`config.mk`:
```
export PLATFORM = sky130hd
export DESIGN_NAME = life_automaton_engine
export DESIGN_NICKNAME = d
export VERILOG_FILES = /design/src/hdl/lae_pkg.sv /design/src/hdl/lae_ctrl.sv /design/src/hdl/lae_datapath.sv /design/src/hdl/life_automaton_engine.sv
export SDC_FILE = /design/constraint.sdc
export NUM_CORES = 2
export LEC_CHECK = 0
export ABC_AREA = 1
export BUFFER_PORTS_ARGS = -buffer_cell sky130_fd_sc_hd__buf_2
export CAP_MARGIN = 20
export CORE_UTILIZATION = 35
export CTS_CLUSTER_DIAMETER = 50
export DETAILED_ROUTE_END_ITERATION = 6
export GPL_TIMING_DRIVEN = 0
export HOLD_SLACK_MARGIN = 0.05
export SYNTH_ARGS = -nofsm -noshare
export SYNTH_HDL_FRONTEND = slang
export SYNTH_SLANG_ARGS = --single-unit
```
`constraint.sdc`:
```
create_clock -name clk -period 7.3 [get_ports clk]
set_input_delay 0.73 -clock clk [delete_from_list [all_inputs] [get_ports clk]]
set_output_delay 0.73 -clock clk [all_outputs]
set_load 0.02 [all_outputs]
```
`src/hdl/lae_pkg.sv`:
```
// ---------------------------------------------------------------------------
// lae_pkg - shared types and constants for the life automaton engine
// Grid size, field widths, command codes, transfer structs and controller
// state type.
// ---------------------------------------------------------------------------
`default_nettype none

package lae_pkg;

    localparam int GRID_SIZE = 40;              // rows and columns, 3 .. 64
    localparam int ROW_W     = GRID_SIZE;       // stored bits per row
    localparam int ADDR_W    = $clog2(GRID_SIZE);
    localparam int CNT_W     = $clog2(GRID_SIZE + 2);
    localparam int IDX_W     = 6;
    localparam int OUT_W     = 40;
    localparam int WIDE_W    = (ROW_W > OUT_W) ? ROW_W : OUT_W;

    localparam logic [1:0] CMD_SET   = 2'd0;
    localparam logic [1:0] CMD_CLEAR = 2'd1;
    localparam logic [1:0] CMD_STEP  = 2'd2;

    typedef struct packed {
        logic [1:0]       cmd;
        logic [IDX_W-1:0] cell_row;
        logic [IDX_W-1:0] cell_col;
    } cmd_item_t;

    typedef struct packed {
        logic [IDX_W-1:0] row_index;
        logic [OUT_W-1:0] row_cells;
        logic             last_row;
    } result_t;

    // controller to datapath
    typedef struct packed {
        logic              load;
        logic              read_en;
        logic [ADDR_W-1:0] read_addr;
        logic              shift;
        logic              below_zero;
        logic              emit;
        logic [ADDR_W-1:0] emit_row;
        logic              emit_last;
    } ctl_t;

    typedef enum logic {
        ST_IDLE,
        ST_SWEEP
    } state_t;

endpackage

`default_nettype wire

```
`src/hdl/lae_ctrl.sv`:
```
// ---------------------------------------------------------------------------
// lae_ctrl - sequencer for the row sweep
// Takes a valid command, then steps a row counter through reads, window
// shifts and row emission until the last row has gone out.
// ---------------------------------------------------------------------------
`default_nettype none

module lae_ctrl (
    input  wire logic          clk,
    input  wire logic          rst_n,
    input  wire logic          start,
    input  wire logic          cmd_ok,
    output lae_pkg::ctl_t      ctl,
    output logic               busy
);

    lae_pkg::state_t                state_reg, state_next;
    logic [lae_pkg::CNT_W-1:0]      cnt_reg, cnt_next;
    logic [lae_pkg::CNT_W-1:0]      emit_cnt;

    localparam logic [lae_pkg::CNT_W-1:0] CNT_ROWS = lae_pkg::CNT_W'(lae_pkg::GRID_SIZE);
    localparam logic [lae_pkg::CNT_W-1:0] CNT_END  = lae_pkg::CNT_W'(lae_pkg::GRID_SIZE + 1);

    always_ff @(posedge clk or negedge rst_n)
    begin
        if (!rst_n)
        begin
            state_reg <= lae_pkg::ST_IDLE;
            cnt_reg   <= '0;
        end
        else
        begin
            state_reg <= state_next;
            cnt_reg   <= cnt_next;
        end
    end

    assign emit_cnt = cnt_reg - lae_pkg::CNT_W'(2);

    always_comb
    begin
        state_next     = state_reg;
        cnt_next       = cnt_reg;
        ctl            = '0;
        busy           = 1'b0;
        ctl.read_addr  = cnt_reg[lae_pkg::ADDR_W-1:0];
        ctl.emit_row   = emit_cnt[lae_pkg::ADDR_W-1:0];
        unique case (state_reg)
            lae_pkg::ST_IDLE:
            begin
                if (start && cmd_ok)
                begin
                    ctl.load   = 1'b1;
                    cnt_next   = '0;
                    state_next = lae_pkg::ST_SWEEP;
                end
            end
            lae_pkg::ST_SWEEP:
            begin
                busy           = 1'b1;
                // count k: read row k, window takes row k-1, row k-2 goes out
                ctl.read_en    = (cnt_reg < CNT_ROWS);
                ctl.shift      = (cnt_reg != '0);
                ctl.below_zero = (cnt_reg == CNT_END);
                ctl.emit       = (cnt_reg >= lae_pkg::CNT_W'(2));
                ctl.emit_last  = (cnt_reg == CNT_END);
                cnt_next       = cnt_reg + lae_pkg::CNT_W'(1);
                if (cnt_reg == CNT_END)
                begin
                    state_next = lae_pkg::ST_IDLE;
                end
            end
            default:
            begin
                state_next = lae_pkg::ST_IDLE;
            end
        endcase
    end

endmodule

`default_nettype wire

```
`src/hdl/lae_datapath.sv`:
```
// ---------------------------------------------------------------------------
// lae_datapath - grid store, three-row window and row update
// Holds the grid in a row memory with per-row valid bits, builds each new
// row from the window and writes it back in place while it is emitted.
// ---------------------------------------------------------------------------
`default_nettype none

module lae_datapath (
    input  wire logic               clk,
    input  wire logic               rst_n,
    input  wire lae_pkg::cmd_item_t command,
    input  wire lae_pkg::ctl_t      ctl,
    output logic                    cmd_ok,
    output lae_pkg::result_t        result,
    output logic                    strobe
);

    localparam int RW = lae_pkg::ROW_W;

    logic [RW-1:0]                  mem [lae_pkg::GRID_SIZE];
    logic [lae_pkg::GRID_SIZE-1:0]  valid_reg;
    logic [RW-1:0]                  mem_q_reg;
    logic                           mem_q_valid_reg;
    logic [RW-1:0]                  rd_row;

    logic [1:0]                     op_reg;
    logic [lae_pkg::IDX_W-1:0]      row_reg;
    logic [lae_pkg::IDX_W-1:0]      col_reg;
    logic [RW-1:0]                  above_reg;
    logic [RW-1:0]                  here_reg;

    logic [RW-1:0]                  below;
    logic [RW-1:0]                  new_row;
    logic [RW-1:0]                  col_bit;
    logic                           hit;
    logic [lae_pkg::WIDE_W-1:0]     wide_row;

    lae_pkg::result_t               result_reg;
    logic                           strobe_reg;

    // B3/S23 on one row; cells past either edge are dead
    function automatic logic [RW-1:0] life_row(
        input logic [RW-1:0] up,
        input logic [RW-1:0] mid,
        input logic [RW-1:0] dn
    );
        logic [RW+1:0] u;
        logic [RW+1:0] m;
        logic [RW+1:0] d;
        logic [3:0]    n;
        logic [RW-1:0] res;
        u = {1'b0, up, 1'b0};
        m = {1'b0, mid, 1'b0};
        d = {1'b0, dn, 1'b0};
        for (int c = 0; c < RW; c++)
        begin
            n = 4'(u[c]) + 4'(u[c+1]) + 4'(u[c+2])
              + 4'(m[c]) + 4'(m[c+2])
              + 4'(d[c]) + 4'(d[c+1]) + 4'(d[c+2]);
            res[c] = (n == 4'd3) || (m[c+1] && (n == 4'd2));
        end
        return res;
    endfunction

    always_comb
    begin
        cmd_ok = 1'b0;
        unique case (command.cmd)
            lae_pkg::CMD_STEP:
            begin
                cmd_ok = 1'b1;
            end
            lae_pkg::CMD_SET, lae_pkg::CMD_CLEAR:
            begin
                cmd_ok = ({1'b0, command.cell_row} < 7'(lae_pkg::GRID_SIZE))
                      && ({1'b0, command.cell_col} < 7'(lae_pkg::GRID_SIZE));
            end
            default:
            begin
                cmd_ok = 1'b0;
            end
        endcase
    end

    // grid row memory
    always_ff @(posedge clk)
    begin
        if (ctl.emit)
        begin
            mem[ctl.emit_row] <= new_row;
        end
        if (ctl.read_en)
        begin
            mem_q_reg <= mem[ctl.read_addr];
        end
    end

    // rows never written read as dead
    always_ff @(posedge clk or negedge rst_n)
    begin
        if (!rst_n)
        begin
            valid_reg       <= '0;
            mem_q_valid_reg <= 1'b0;
        end
        else
        begin
            if (ctl.emit)
            begin
                valid_reg[ctl.emit_row] <= 1'b1;
            end
            if (ctl.read_en)
            begin
                mem_q_valid_reg <= valid_reg[ctl.read_addr];
            end
        end
    end

    assign rd_row = mem_q_valid_reg ? mem_q_reg : '0;

    always_ff @(posedge clk)
    begin
        if (ctl.load)
        begin
            op_reg    <= command.cmd;
            row_reg   <= command.cell_row;
            col_reg   <= command.cell_col;
            above_reg <= '0;
            here_reg  <= '0;
        end
        else if (ctl.shift)
        begin
            above_reg <= here_reg;
            here_reg  <= below;
        end
    end

    assign below   = ctl.below_zero ? '0 : rd_row;
    assign col_bit = RW'(1) << col_reg;
    assign hit     = (lae_pkg::IDX_W'(ctl.emit_row) == row_reg);

    always_comb
    begin
        new_row = here_reg;
        priority if (op_reg == lae_pkg::CMD_STEP)
        begin
            new_row = life_row(above_reg, here_reg, below);
        end
        else if (hit && (op_reg == lae_pkg::CMD_SET))
        begin
            new_row = here_reg | col_bit;
        end
        else if (hit)
        begin
            new_row = here_reg & ~col_bit;
        end
        else
        begin
            new_row = here_reg;
        end
    end

    assign wide_row = lae_pkg::WIDE_W'(new_row);

    always_ff @(posedge clk)
    begin
        if (ctl.emit)
        begin
            result_reg.row_index <= lae_pkg::IDX_W'(ctl.emit_row);
            result_reg.row_cells <= wide_row[lae_pkg::OUT_W-1:0];
            result_reg.last_row  <= ctl.emit_last;
        end
    end

    always_ff @(posedge clk or negedge rst_n)
    begin
        if (!rst_n)
        begin
            strobe_reg <= 1'b0;
        end
        else
        begin
            strobe_reg <= ctl.emit;
        end
    end

    assign result = result_reg;
    assign strobe = strobe_reg;

endmodule

`default_nettype wire

```
`src/hdl/life_automaton_engine.sv`:
```
// ---------------------------------------------------------------------------
// life_automaton_engine - bounded-grid Game of Life engine, B3/S23
// Set cell, clear cell or advance one generation, then emit every row.
// ---------------------------------------------------------------------------
// After the command transfer the rows are read, shifted through the window and
//   registered out in order, one row per cycle; busy is high for the whole sweep.
// Rate is set by the single read port of the row memory: one row a cycle.
// Invalid commands are dropped with busy staying low; the receiver cannot
//   stall, each row is on the result ports for one cycle with strobe.
// Reset clears the grid to all dead at once via per-row valid bits.
`default_nettype none

module life_automaton_engine (
    input  wire logic               clk,
    input  wire logic               rst_n,
    input  wire logic               start,
    input  wire lae_pkg::cmd_item_t command,
    output logic                    busy,
    output lae_pkg::result_t        result,
    output logic                    strobe
);

    lae_pkg::ctl_t ctl;
    logic          cmd_ok;

    lae_ctrl u_ctrl (
        .clk    (clk),
        .rst_n  (rst_n),
        .start  (start),
        .cmd_ok (cmd_ok),
        .ctl    (ctl),
        .busy   (busy)
    );

    lae_datapath u_datapath (
        .clk     (clk),
        .rst_n   (rst_n),
        .command (command),
        .ctl     (ctl),
        .cmd_ok  (cmd_ok),
        .result  (result),
        .strobe  (strobe)
    );

endmodule

`default_nettype wire
```
==> impl_metrics.csv <==
group,metric,value,unit
global_routing,grt_pass1_vias,54143,
placement,io_buffer_count,65,
global_routing,grt_pass1_wl,395000,um
clocking,htree_levels,4,
placement,gp_congestion,0.951,
critical_path,endpoint_kind,"register",
clocking,clock-sinks,1830,
power,switchingPower,22.2,mW
routing,drt-total-wl,282000,um
floorplan,initial_core_util,35.2,%
synthesis,syn_area_per_cell,11.8,um^2
sta,tns,0,ns
critical_path,path_buf_inv,8,
floorplan,die_h,480,um
synthesis,synth-seq-cells,1830,
clocking,clk_pin_slew,0.06,ns
sta,period_minus_slack,7.09,ns
synthesis,synthArstFlopShare,2.68,%
power,vdd_ir_drop_max,0.333,mV
sta,hold_viol,0,
power,total_power,49.0,mW
clocking,cts_tree,"done",
sta,hold_ws,0.106,ns
power,p_seq_share,33.1,%
min_path,hold_class,"input port to register",
routing,wire_per_inst,27.4,um
sta,rsz0062_at_grt,"false",
global_routing,grt_usage,24.1,%
critical_path,max_stage_delay,0.56,ns
final_layout,largest_register_ffs,1600,
critical_path,cp_data_required_time,7.95,ns
sta,drv_slew,0,
sta,fmax,141,MHz
global_routing,overflow,0,
sta,skew,0.0925,ns
routing,via_per_inst,5.51,
critical_path,path_max_fanout,29,
clocking,numCtsBuffers,195,
synthesis,synthFlopType,"edfxtp_1",
placement,hpwl,198000,um
synthesis,synth_commonest_cells,"edfxtp_1, nor2_1, o21ai_0, nand2_1, inv_1",
synthesis,synth_most_common_cell,"edfxtp_1",
clocking,worstSkewPairLatency,0.88,ns
routing,drc_errors,5,
synthesis,ys_seq_area_share,67.5,%
final_layout,nets,7418,
synthesis,synth_area,0.0799,mm^2
routing,vias,56781,
flow_run,drv_cap,0,
floorplan,coreArea,0.227,mm^2
global_routing,antenna_found_initial,18,
power,power_frac_clock,19.7,%
critical_path,cp_top_family,"buffers and inverters",
floorplan,std_cell_rows,175,
power,power_density,528,mW/mm^2
critical_path,criticalPathCategory,"register to register",
final_layout,drive_gt1_share,10.6,%
sta,maxSlewHeadroom,18.8,%
critical_path,path_cells,"inv_1 > buf_2 > clkbuf_4 > ha_1 > nand4_1 > inv_1 > nor2_1 > clkbuf_1 > nand2_1 > fa_1 > fa_1 > inv_1 > fa_1 > inv_1 > fa_1 > a2111oi_0 > o21ai_0 > nand2_2 > buf_12",
critical_path,arrival,7.74,ns
routing,dr.pass1.iters,7,
floorplan,dieArea,0.230,mm^2
routing,wl_met3,31800,um
routing,final_antenna_net_count,0,
synthesis,synth_top_cell_by_area,"edfxtp_1",
synthesis,syn_nets,7056,
routing,wl_met1,110000,um
synthesis,syn_inst,6757,
sta,tightest_slew,1.22,ns
synthesis,synth_area_leaders,"edfxtp_1, o21ai_0, nor2_1",
clocking,cts_setup_buffers,0,
critical_path,slowest_stage,"clkbuf_4",
routing,routed.top_layer,"met5",
power,internal_power,26.8,mW
routing,drtIter0Drc,7608,
power,p_leak,33.3,nW
floorplan,ios,66,
synthesis,yosys.area.top_type_share,63.9,%
clocking,cts_buffer_depth,3,
final_layout,final_area,0.0927,mm^2
final_layout,area_delta_synth_final,16.0,%
clocking,root_buffer,"clkbuf_16",
outcome,violations,"DRC",
synthesis,synth_edf_count,1701,
sta,finalSetupViolCount,0,
synthesis,ys_warn_count,0,
synthesis,post_synth_num_cell_types,38,
global_routing,grt_max_degree,42,
critical_path,cp-start-kind,"register",
floorplan,die_w,480,um
sta,period_share,97.2,%
outcome,status,"finished, violations left",
power,combPwrFrac,47.2,%
routing,dr_wl_met2,126000,um
placement,post_dp_cell_area,0.0865,mm^2
power,p_sw_share,45.3,%
[cell type report]
| class | instances | area, um^2 |
|---|---|---|
| plain buffers | 401 | 1730 |
| well taps | 3009 | 3760 |
| multi-input cells | 4019 | 22700 |
| clock buffers | 244 | 5100 |
| flip-flops and latches | 1830 | 53900 |
| inverters | 506 | 1900 |
| repair buffers | 166 | 2430 |
| fillers | 21204 | 134000 |
| clock inverters | 116 | 1060 |
| diodes | 8 | 20.0 |
[logic make-up after synthesis]
| group | Yosys count | share of synthesized area [%] |
|---|---|---|
| AOI/OAI and AO/OA | 1456 | 10.3 |
| and+or+nand+nor | 2265 | 11.6 |
| buffers and inverters | 908 | 4.54 |
| xor gates and xnor gates | 1 | 0.0110 |
| muxes | 15 | 0.188 |
| DFF | 1830 | 67.5 |
| adders and majority gates | 282 | 5.88 |
[per-layer routing]
| metal | track usage, % | vias to the layer above |
|---|---|---|
| li1 | - | 24628 |
| met3 | 5.94 | 592 |
| met2 | 37.3 | 3223 |
| met4 | 10.5 | 6 |
| met5 | 0 | - |
| met1 | 32.0 | 28332 |
[per-stage QoR]
step | utilization (%) | instances | setup slack, ns
after floorplan | - | 6757 | 2.08
after global placement | 37.0 | 9831 | -3.39
after detailed placement | 38.1 | 9930 | -0.270
after CTS | 40.8 | 10290 | 0.262
after global routing | 40.8 | 10292 | 0.0125
final | 40.8 | 10299 | 0.208
[worst paths after layout]
kind	start	endpoint	cells past startpoint	slack (ns)
hold / removal	command[7]	u_datapath.row_reg[1]	1	0.11
min in group asynchronous	rst_n	u_datapath.valid_reg[12]	2	0.62
max in group asynchronous	rst_n	u_datapath.strobe	3	5.97
setup reg to reg	u_ctrl.cnt_reg[1]	u_datapath.result[5]	19	0.21
setup / recovery	u_ctrl.cnt_reg[1]	u_datapath.result[5]	19	0.21
hold reg to reg	u_datapath.valid_reg[18]	u_datapath.valid_reg[18]	2	0.46
[placed cells by master, fill, tap and decap left out, drive strengths merged, types with 4 or more instances in the layout]
| cell type | instances |
|---|---|
| a21oi | 137 |
| fa | 156 |
| diode | 8 |
| ha | 126 |
| clkinv | 89 |
| nor2 | 1114 |
| clkbuf | 468 |
| bufinv | 8 |
| o221ai | 20 |
| o22ai | 142 |
| o211ai | 154 |
| or2 | 96 |
| o21ai | 906 |
| a211oi | 45 |
| dfxtp | 80 |
| o32ai | 11 |
| a31oi | 16 |
| inv | 518 |
| o2111ai | 7 |
| o31ai | 8 |
| nand4 | 94 |
| dfrtp | 49 |
| edfxtp | 1701 |
| clkinvlp | 7 |
| buf | 342 |
| nand2 | 733 |
| nand3 | 216 |
| mux2i | 15 |
| nor3 | 8 |
| a2111oi | 9 |
| or4 | 4 |
[what timing repair did]
action                                  in CTS  in global routing
hold endpoints to repair                    24                  0
gates resized for setup                      0                  1
pin swaps                                    0                  0
endpoints found under the setup margin      41                 29
hold buffers                                 1                  0
[power by group through the flow]
stage	Sequential [mW]	Clock [mW]	Combinational, mW
finish	16.2	9.63	23.1
CTS	16.2	9.68	22.6
global route	16.3	10.1	24.7
detailed placement	16.4	0	22.5
floorplan	16.5	0	11.5
global placement	16.9	0	20.5
No activity file was read; power rests on OpenSTA's default activity.
